<file path="src/sv/crov_pkg.sv">
// shared types and constants for the circle / rectangle overlap pipeline
// no dependencies; imported by every module of the block
package crov_pkg;

    localparam int COORD_WIDTH = 16;
    localparam int RAD_WIDTH   = COORD_WIDTH - 1;

    typedef enum logic [1:0] {
        KIND_CIRCLE = 2'd0,
        KIND_RECT   = 2'd1,
        KIND_AREA   = 2'd2,
        KIND_NONE   = 2'd3
    } kind_t;

    // shape as it arrives on the ports
    typedef struct packed {
        logic [1:0]                    kind;
        logic signed [COORD_WIDTH-1:0] x;
        logic signed [COORD_WIDTH-1:0] y;
        logic signed [COORD_WIDTH-1:0] x2;
        logic signed [COORD_WIDTH-1:0] y2;
        logic [RAD_WIDTH-1:0]          r;
    } raw_shape_t;

    // shape with sorted corners; circles carry the centre in both corners
    typedef struct packed {
        kind_t                         kind;
        logic signed [COORD_WIDTH-1:0] x0;
        logic signed [COORD_WIDTH-1:0] y0;
        logic signed [COORD_WIDTH-1:0] x1;
        logic signed [COORD_WIDTH-1:0] y1;
        logic [RAD_WIDTH-1:0]          r;
    } shape_t;

    typedef struct packed {
        shape_t a;
        shape_t b;
    } pair_t;

    // distance test operands plus any decision already made
    typedef struct packed {
        logic                        direct_hit;
        logic                        use_dist;
        logic signed [COORD_WIDTH:0] dx;
        logic signed [COORD_WIDTH:0] dy;
        logic [COORD_WIDTH-1:0]      rs;
    } geo_t;

    typedef struct packed {
        logic                     direct_hit;
        logic                     use_dist;
        logic [2*COORD_WIDTH-1:0] dx2;
        logic [2*COORD_WIDTH-1:0] dy2;
        logic [2*COORD_WIDTH-1:0] rs2;
    } sq_t;

endpackage

</file>
<file path="src/sv/crov_geom.sv">
// stage 2: clamping, containment and edge crossing, distance operands
// depends on crov_pkg
module crov_geom (
    input  logic            clk,
    input  logic            rst_n,
    input  logic            up_valid,
    output logic            up_stall,
    input  crov_pkg::pair_t pair,
    output logic            dn_valid,
    input  logic            dn_stall,
    output crov_pkg::geo_t  geo
);
    import crov_pkg::*;

    logic valid_reg;
    logic valid_next;
    geo_t geo_reg;
    geo_t geo_next;

    shape_t                        c;
    shape_t                        r;
    logic                          both_circ;
    logic                          circ_rect;
    logic                          rect_pair;
    logic signed [COORD_WIDTH-1:0] nx;
    logic signed [COORD_WIDTH-1:0] ny;
    logic signed [COORD_WIDTH-1:0] px;
    logic signed [COORD_WIDTH-1:0] py;
    logic                          c_in_r;

    function automatic logic in_box(input logic signed [COORD_WIDTH-1:0] x,
                                    input logic signed [COORD_WIDTH-1:0] y,
                                    input shape_t s);
        return (x >= s.x0) && (x <= s.x1) && (y >= s.y0) && (y <= s.y1);
    endfunction

    // horizontal edges of h strictly crossing vertical edges of v
    function automatic logic crossing(input shape_t h, input shape_t v);
        logic hit;
        hit = 1'b0;
        for (int i = 0; i < 2; i++)
        begin
            for (int j = 0; j < 2; j++)
            begin
                if ((h.x0 < (j == 0 ? v.x0 : v.x1)) && ((j == 0 ? v.x0 : v.x1) < h.x1) &&
                    (v.y0 < (i == 0 ? h.y0 : h.y1)) && ((i == 0 ? h.y0 : h.y1) < v.y1))
                begin
                    hit = 1'b1;
                end
            end
        end
        return hit;
    endfunction

    assign up_stall = valid_reg & dn_stall;

    always_comb
    begin
        both_circ = (pair.a.kind == KIND_CIRCLE) && (pair.b.kind == KIND_CIRCLE);
        circ_rect = ((pair.a.kind == KIND_CIRCLE) && (pair.b.kind == KIND_RECT)) ||
                    ((pair.a.kind == KIND_RECT) && (pair.b.kind == KIND_CIRCLE));
        rect_pair = (pair.a.kind == KIND_RECT) && (pair.b.kind == KIND_RECT);
        c = (pair.a.kind == KIND_CIRCLE) ? pair.a : pair.b;
        r = (pair.a.kind == KIND_CIRCLE) ? pair.b : pair.a;

        // nearest point of the rectangle to the centre
        nx = (c.x0 < r.x0) ? r.x0 : ((c.x0 > r.x1) ? r.x1 : c.x0);
        ny = (c.y0 < r.y0) ? r.y0 : ((c.y0 > r.y1) ? r.y1 : c.y0);
        c_in_r = in_box(c.x0, c.y0, r);

        px = both_circ ? pair.b.x0 : nx;
        py = both_circ ? pair.b.y0 : ny;

        geo_next.dx = {c.x0[COORD_WIDTH-1], c.x0} - {px[COORD_WIDTH-1], px};
        geo_next.dy = {c.y0[COORD_WIDTH-1], c.y0} - {py[COORD_WIDTH-1], py};
        geo_next.rs = both_circ ? ({1'b0, pair.a.r} + {1'b0, pair.b.r}) : {1'b0, c.r};
        geo_next.use_dist   = both_circ | circ_rect;
        geo_next.direct_hit = (circ_rect & c_in_r) |
                              (rect_pair & (crossing(pair.a, pair.b) |
                                            crossing(pair.b, pair.a) |
                                            in_box(pair.a.x0, pair.a.y0, pair.b) |
                                            in_box(pair.b.x0, pair.b.y0, pair.a)));
        valid_next = up_stall ? valid_reg : up_valid;
    end

    always_ff @(posedge clk or negedge rst_n)
    begin
        if (!rst_n)
        begin
            valid_reg <= 1'b0;
        end
        else
        begin
            valid_reg <= valid_next;
        end
    end

    always_ff @(posedge clk)
    begin
        if (!up_stall && up_valid)
        begin
            geo_reg <= geo_next;
        end
    end

    assign dn_valid = valid_reg;
    assign geo      = geo_reg;
endmodule

</file>
<file path="config.mk">
export PLATFORM = sky130hd
export DESIGN_NAME = crov_geom
export DESIGN_NICKNAME = d
export VERILOG_FILES = /design/src/sv/crov_pkg.sv /design/src/sv/crov_geom.sv
export SDC_FILE = /design/constraint.sdc
export NUM_CORES = 1
export LEC_CHECK = 0
export BUFFER_PORTS_ARGS = -buffer_cell sky130_fd_sc_hd__buf_2
export CAP_MARGIN = 20
export CELL_PAD_IN_SITES_DETAIL_PLACEMENT = 1
export CELL_PAD_IN_SITES_GLOBAL_PLACEMENT = 1
export CORE_UTILIZATION = 42
export CTS_BUF_LIST = sky130_fd_sc_hd__clkbuf_16
export CTS_CLUSTER_DIAMETER = 200
export CTS_CLUSTER_SIZE = 8
export DETAILED_ROUTE_END_ITERATION = 10
export PLACE_DENSITY = 0.81
export SYNTH_ARGS = -nofsm -noshare
export SYNTH_HDL_FRONTEND = slang
export SYNTH_SLANG_ARGS = --single-unit
</file>
<file path="constraint.sdc">
create_clock -name clk -period 4.3 [get_ports clk]
set_input_delay 0.86 -clock clk [delete_from_list [all_inputs] [get_ports clk]]
set_output_delay 0.86 -clock clk [all_outputs]
set_load 0.05 [all_outputs]
</file>
==> results.md, run 1 <==
* Exit stage: 5_1_grt
* Port-buffer cells at about 220
* Unique cell type count in the Yosys netlist at 84
* Grt ovf at roughly 150
* Die span in y at 161 µm
* CTS hold repair buffers at 0
* IO Count at 220
* Syn Nets at ~1800
* Initial Utilization at between 40% and 50%
* GRT Overall Usage at 76.7%
* H-tree depth at 2
* Syn Inst Count at 1389
* Sequential area share after synthesis at about 15%
* Worst_ep grt: geo[31]$_DFFE_PP_/D
* Warnings from Yosys at 0
* Row cnt at 57
* Number of flops mapped to enable cells by yosys at between 50 and 60
* CTS root buf: clkbuf_16
* Clk sinks at 53
* Post-Syn Area at between 10000 and 15000 µm²
* Clk buf depth at 2
* Routability-driven placement congestion ratio at 0.965
* Err: [ERROR GRT-0232] Routing congestion too high. Check the congestion heatmap in the GUI.
* Die Wd at 161 µm
* Yosys reg bits at between 50 and 60
* CTS Buf Count at 5
* Dpl hpwl at 41800 µm
* Largest net degree at the start of global routing at 53
* Synth Flop Type: edfxtp_1
* Syn avg cell area at 7.67 µm²
* Async S/R FF share, synth at 1.89%
* Area after DPL at roughly 15000 µm²
* Status: did not finish
* Worst endpoint type: register data pin
## metal layers
metal | track usage, % | GRT overflow
met2 | 96.8 | 91
met5 | 10.4 | 0
met4 | 79.8 | 47
met3 | 57.3 | 6
met1 | 76.7 | 1
## timing repair
| action | CTS |
|---|---|
| endpoints found under the setup margin | 35 |
| resized for setup | 241 |
| buffers inserted | 84 |
| pin swaps | 99 |
| gates cloned | 10 |
## cells by family after synthesis
family                     after synthesis  share of synthesized area, %
AOI/OAI and AO/OA                      446                          27.1
xor gates and xnor gates                35                          2.88
adders and majority gates              209                          24.6
buffers and inverters                  175                          6.30
DFF                                     53                          14.9
muxes                                   40                          3.90
and+or+nand+nor                        431                          20.3
## cells in the mapped netlist, drive strengths merged, types with 34 or more instances
cell type  number  share of area (%)
a21o           41                2.9
a21oi         112                5.3
edfxtp         52                 15
ha            207                 24
inv           126                4.4
mux2i          34                3.2
nand2         120                4.2
nand3          42                2.0
nor2           94                3.4
o21a           39                2.7
o21ai         116                5.5
## metrics by stage
stage | utilization (%) | cells | setup TNS (ps) | hold WS [ps] | setup WS (ps)
CTS | 68.4 | 2361 | -19170 | 323 | -908
detailed placement | 60.7 | 2267 | -55270 | 636 | -2080
global placement | 60.7 | 2267 | -47990 | 636 | -1810
floorplan | - | 1389 | -29700 | 564 | -1440
==> run 2, diff against run 1 <==
==> config.mk (replaced) <==
export PLATFORM = sky130hd
export DESIGN_NAME = crov_geom
export DESIGN_NICKNAME = d
export VERILOG_FILES = /design/src/sv/crov_pkg.sv /design/src/sv/crov_geom.sv
export SDC_FILE = /design/constraint.sdc
export NUM_CORES = 1
export LEC_CHECK = 0
export BUFFER_PORTS_ARGS = -buffer_cell sky130_fd_sc_hd__buf_2
export CAP_MARGIN = 20
export CORE_UTILIZATION = 35
export DETAILED_ROUTE_END_ITERATION = 10
export PLACE_DENSITY_LB_ADDON = 0.15
export SYNTH_ARGS = -nofsm -noshare
export SYNTH_HDL_FRONTEND = slang
export SYNTH_SLANG_ARGS = --single-unit
==> run 2 against run 1 <==
  * The flow now finishes, with violations (negative setup slack)
  * Area after synthesis unchanged
  * Synthesized cell count unchanged
==> results.md, run 2 <==
* Slowest-stage cell, CP: or4_4
* CTS Buf Count at 5 (unchanged)
* First drt pass iteration count at 5
* Commonest non-fill, non-tap cell in the layout: buf_4
* Final setup fails at 33
* R2R Setup Slk at between 2000 and 3000 ps
* Main combinational cell family by area after synthesis: compound AO/OA/AOI/OAI gates
* Adder-cell area share of the yosys netlist at 24.6% (unchanged)
* Pwr Total at 0.00480 W
* Req. time, crit path at 4360 ps
* Critical path arrival at 5380 ps
* Pint at approximately 0.0026 W
* IO Count at 220 (unchanged)
* Most frequent cells in the layout: 398 x buf_4, 217 x buf_2, 192 x ha_1
* XOR/XNOR share of the synthesized area at 2.88% (unchanged)
* Complex-gate fraction of the synthesized area at 27.1% (unchanged)
* Crit-path cells: buf_6 -> buf_8 -> nor2_4 -> buf_6 -> buf_12 -> mux2i_1 -> buf_4 -> ha_1 -> nand4_1 -> buf_4 -> or4_4 -> nand2_1 -> mux2_4 -> o221ai_1 -> o21a_1 -> a221o_1 -> xor2_2 -> ha_4 -> o41a_1 -> o311ai_4 -> o221ai_2 -> a311o_1
* Slew Limit Headroom at between 50 and 60%
* Synth top cells by count: 207 x ha_1, 126 x inv_1, 120 x nand2_1, 110 x a21oi_1, 104 x o21ai_0
* Row cnt at 63 (+11%)
* M1 WL at approximately 21000 µm
* Met3 wire length at between 3000 and 4000 µm
* Max incr delay on CP at roughly 540 ps
* Reg2reg path depth at 3
* Delay-heaviest family, CP: compound AO/OA/AOI/OAI gates
* Post-route ant nets at 0
* DR DRC count at 0
* Slew @ Worst Pin at 714 ps
* H-tree depth at 2 (unchanged)
* Top-count cell post-synth: ha_1
* Synth Flop Type: edfxtp_1
* CTS tree: yes
* Routability-driven placement congestion ratio at 0.978 (+1.3%)
* Area Growth Syn to Fin at 56.1%
* Finished Layout Cells at about 2400
* Clock Latency Late Sink at around 300 ps
* Setup Skew at roughly 7.1 ps
* CP Capture Type: flop
* Fmax at 188 MHz
* Clk sinks at 53 (unchanged)
* Syn Inst Count at 1389 (unchanged)
* Syn Nets at 1763 (unchanged)
* Initial antenna violation count at 0
* Grt ovf at 0
* GRT Overall Usage at between 20% and 30%
* Warnings from Yosys at 0 (unchanged)
* Worst setup startpoint: pair[160]
* Fin crit share at 124%
* Number of flip-flops in the largest register at 52
* First-pass GRT wire length at 64200 µm
* Dpl hpwl at 35400 µm (-15%)
* Worst VDD drop at between 150 and 200 µV
* Largest net degree at the start of global routing at 53
* Switching power share of the total at approximately 45%
* Top sig layer: met4
* Sw Pwr at 0.00216 W
* Post-synthesis mux area share at 3.90% (unchanged)
* # diodes at 0
* Met2 wire length at between 15000 and 20000 µm
* Crit path kind: in2reg
* Core Region at just under 30000 µm²
* RSZ-0062 raised after global routing: yes
* Die Wd at 176 µm (+9.4%)
* Worst setup path endpoint: geo[30]$_DFFE_PP_
* Routed Wire Length at roughly 43000 µm
* Initial Utilization at 35.7% (-7.5 points)
* CP startpoint kind: input pin
* Area of the multi-input gates at ~9200 µm²
* Worst Path Buf+Inv at 6
* Worst-path clk slew at around 70 ps
* Sequential area share after synthesis at 14.9% (unchanged)
* Clk buf depth at 2 (unchanged)
* Critical R2R Capture: geo[2]$_DFFE_PP_
* CP max FO at 7
* Power density over the cells at roughly 290 nW/µm²
* Total die area at between 30000 and 40000 µm²
* Final hold violation count at 0
* Share of the synthesized area in the top cell type at 24.3% (unchanged)
* DR vias/cell at approximately 5.4
* Final setup margin at -1020 ps
* Die span in y at 176 µm (+9.4%)
* Post-Syn Area at 10600 µm² (unchanged)
* Final instance area at approximately 17000 µm²
* Yosys reg bits at 53 (unchanged)
* Fillers at around 2900
* Seq pwr share at approximately 16%
* Number of flops mapped to enable cells by yosys at 52 (unchanged)
* Post-route minimum period at 5320 ps
* Unique cell type count in the Yosys netlist at 84 (unchanged)
* R2R Path Start: dn_valid$_DFFE_PN0N_
* Worst hold slack after final layout at ~320 ps
* Async S/R FF share, synth at 1.89% (unchanged)
* Leakage power at ~8.3 nW
* Pins over their slew limit at 0
* Nets at approximately 2400
* Violated checks: negative setup slack
* Number of global-route vias before repair at 12000
* Port-buffer cells at 219 (unchanged)
* HP Class: in2async
* Syn avg cell area at 7.67 µm² (unchanged)
* Critical path depth in cells at 22
* WL per Instance at approximately 18 µm
* Gate power share at about three quarters
* Status: finished, violations left
* Total of max-cap violations at 0
* Routed vias at 12900
* CTS hold repair buffers at 0 (unchanged)
* Area after DPL at 15100 µm² (+0.94%)
* Register area at approximately 1600 µm²
* Area leader, netlist: ha_1
* Clk pwr share at 8.9%
* CTS root buf: clkbuf_16
* Synth top area cells: ha_1 24%, edfxtp_1 15%, a21oi_1 5.2%, o21ai_0 4.9%, inv_1 4.4%
* Placed Cells at 2339 (+3.2%)
* Layout cells sized above 1 at just over 40%
* Iter 0 DRT Violations at slightly above 900
* Simple-gate portion of the synthesized area at 20.3% (unchanged)
==> run 2: cell counts after synthesis <==
No cell type changed its count.
==> run 2: power by group through the flow <==
stage	registers [W]	logic [W]	clock network [W]
after floorplan	0.00113	0.00151	0
after detailed placement	0.000777	0.00307	0
after global placement	0.000776	0.00304	0
after global routing	0.000776	0.00391	0.000456
final	0.000766	0.00361	0.000429
after CTS	0.000768	0.00333	0.000440
==> run 2: cells by family (layout without fill, tap and decap cells) <==
family,Yosys count,count (layout)
buffers and inverters,175,793
multiplexers,40,41
AO/OA/AOI/OAI,446,446
AND/OR/NAND/NOR,431,431
flip-flops,53,53
adder cells (fa/ha/maj),209,209
XOR/XNOR,35,35
==> run 2: routing by layer <==
metal	global-route usage, %	up-vias
met5	0	-
met4	5.93	0
met3	3.53	45
met2	38.4	467
met1	40.9	5924
li1	-	6415
==> run 2: final cells by class <==
type                            count  share of cell area, %
Clock buffer                        7                  0.858
Sequential cell                    53                   9.55
Multi-Input combinational cell   1162                   55.5
Clock inverter                      1                 0.0452
Inverter                          126                   2.88
Timing Repair Buffer              659                   28.3
Tap cell                          390                   2.94
==> run 2: how the worst min path moves through the flow <==
stage	startpoint	endpoint	slack (ps)	cells past startpoint
finish	rst_n	dn_valid$_DFFE_PN0N_	320	1
global placement	rst_n	dn_valid$_DFFE_PN0N_	640	1
CTS	rst_n	dn_valid$_DFFE_PN0N_	310	1
global route	rst_n	dn_valid$_DFFE_PN0N_	320	1
detailed placement	rst_n	dn_valid$_DFFE_PN0N_	640	1
floorplan	rst_n	dn_valid$_DFFE_PN0N_	560	0
==> run 2: stage by stage <==
step                      setup TNS, ps  util, %  worst slack (ps)
after CTS                        -23390     54.0              -994
after global placement           -40310     50.6             -1490
final                            -23910     55.8             -1020
after global routing             -28960     55.8             -1210
after detailed placement         -41470     50.6             -1560
after floorplan                  -29700        -             -1440
==> run 2: timing repair <==
action	CTS	global route
hold endpoints to repair	0	0
setup endpoints to repair	33	33
pin swaps	59	56
gates resized for setup	116	112
setup buffers	33	21
gates cloned	5	0
Power figures use the tool's default switching activity.
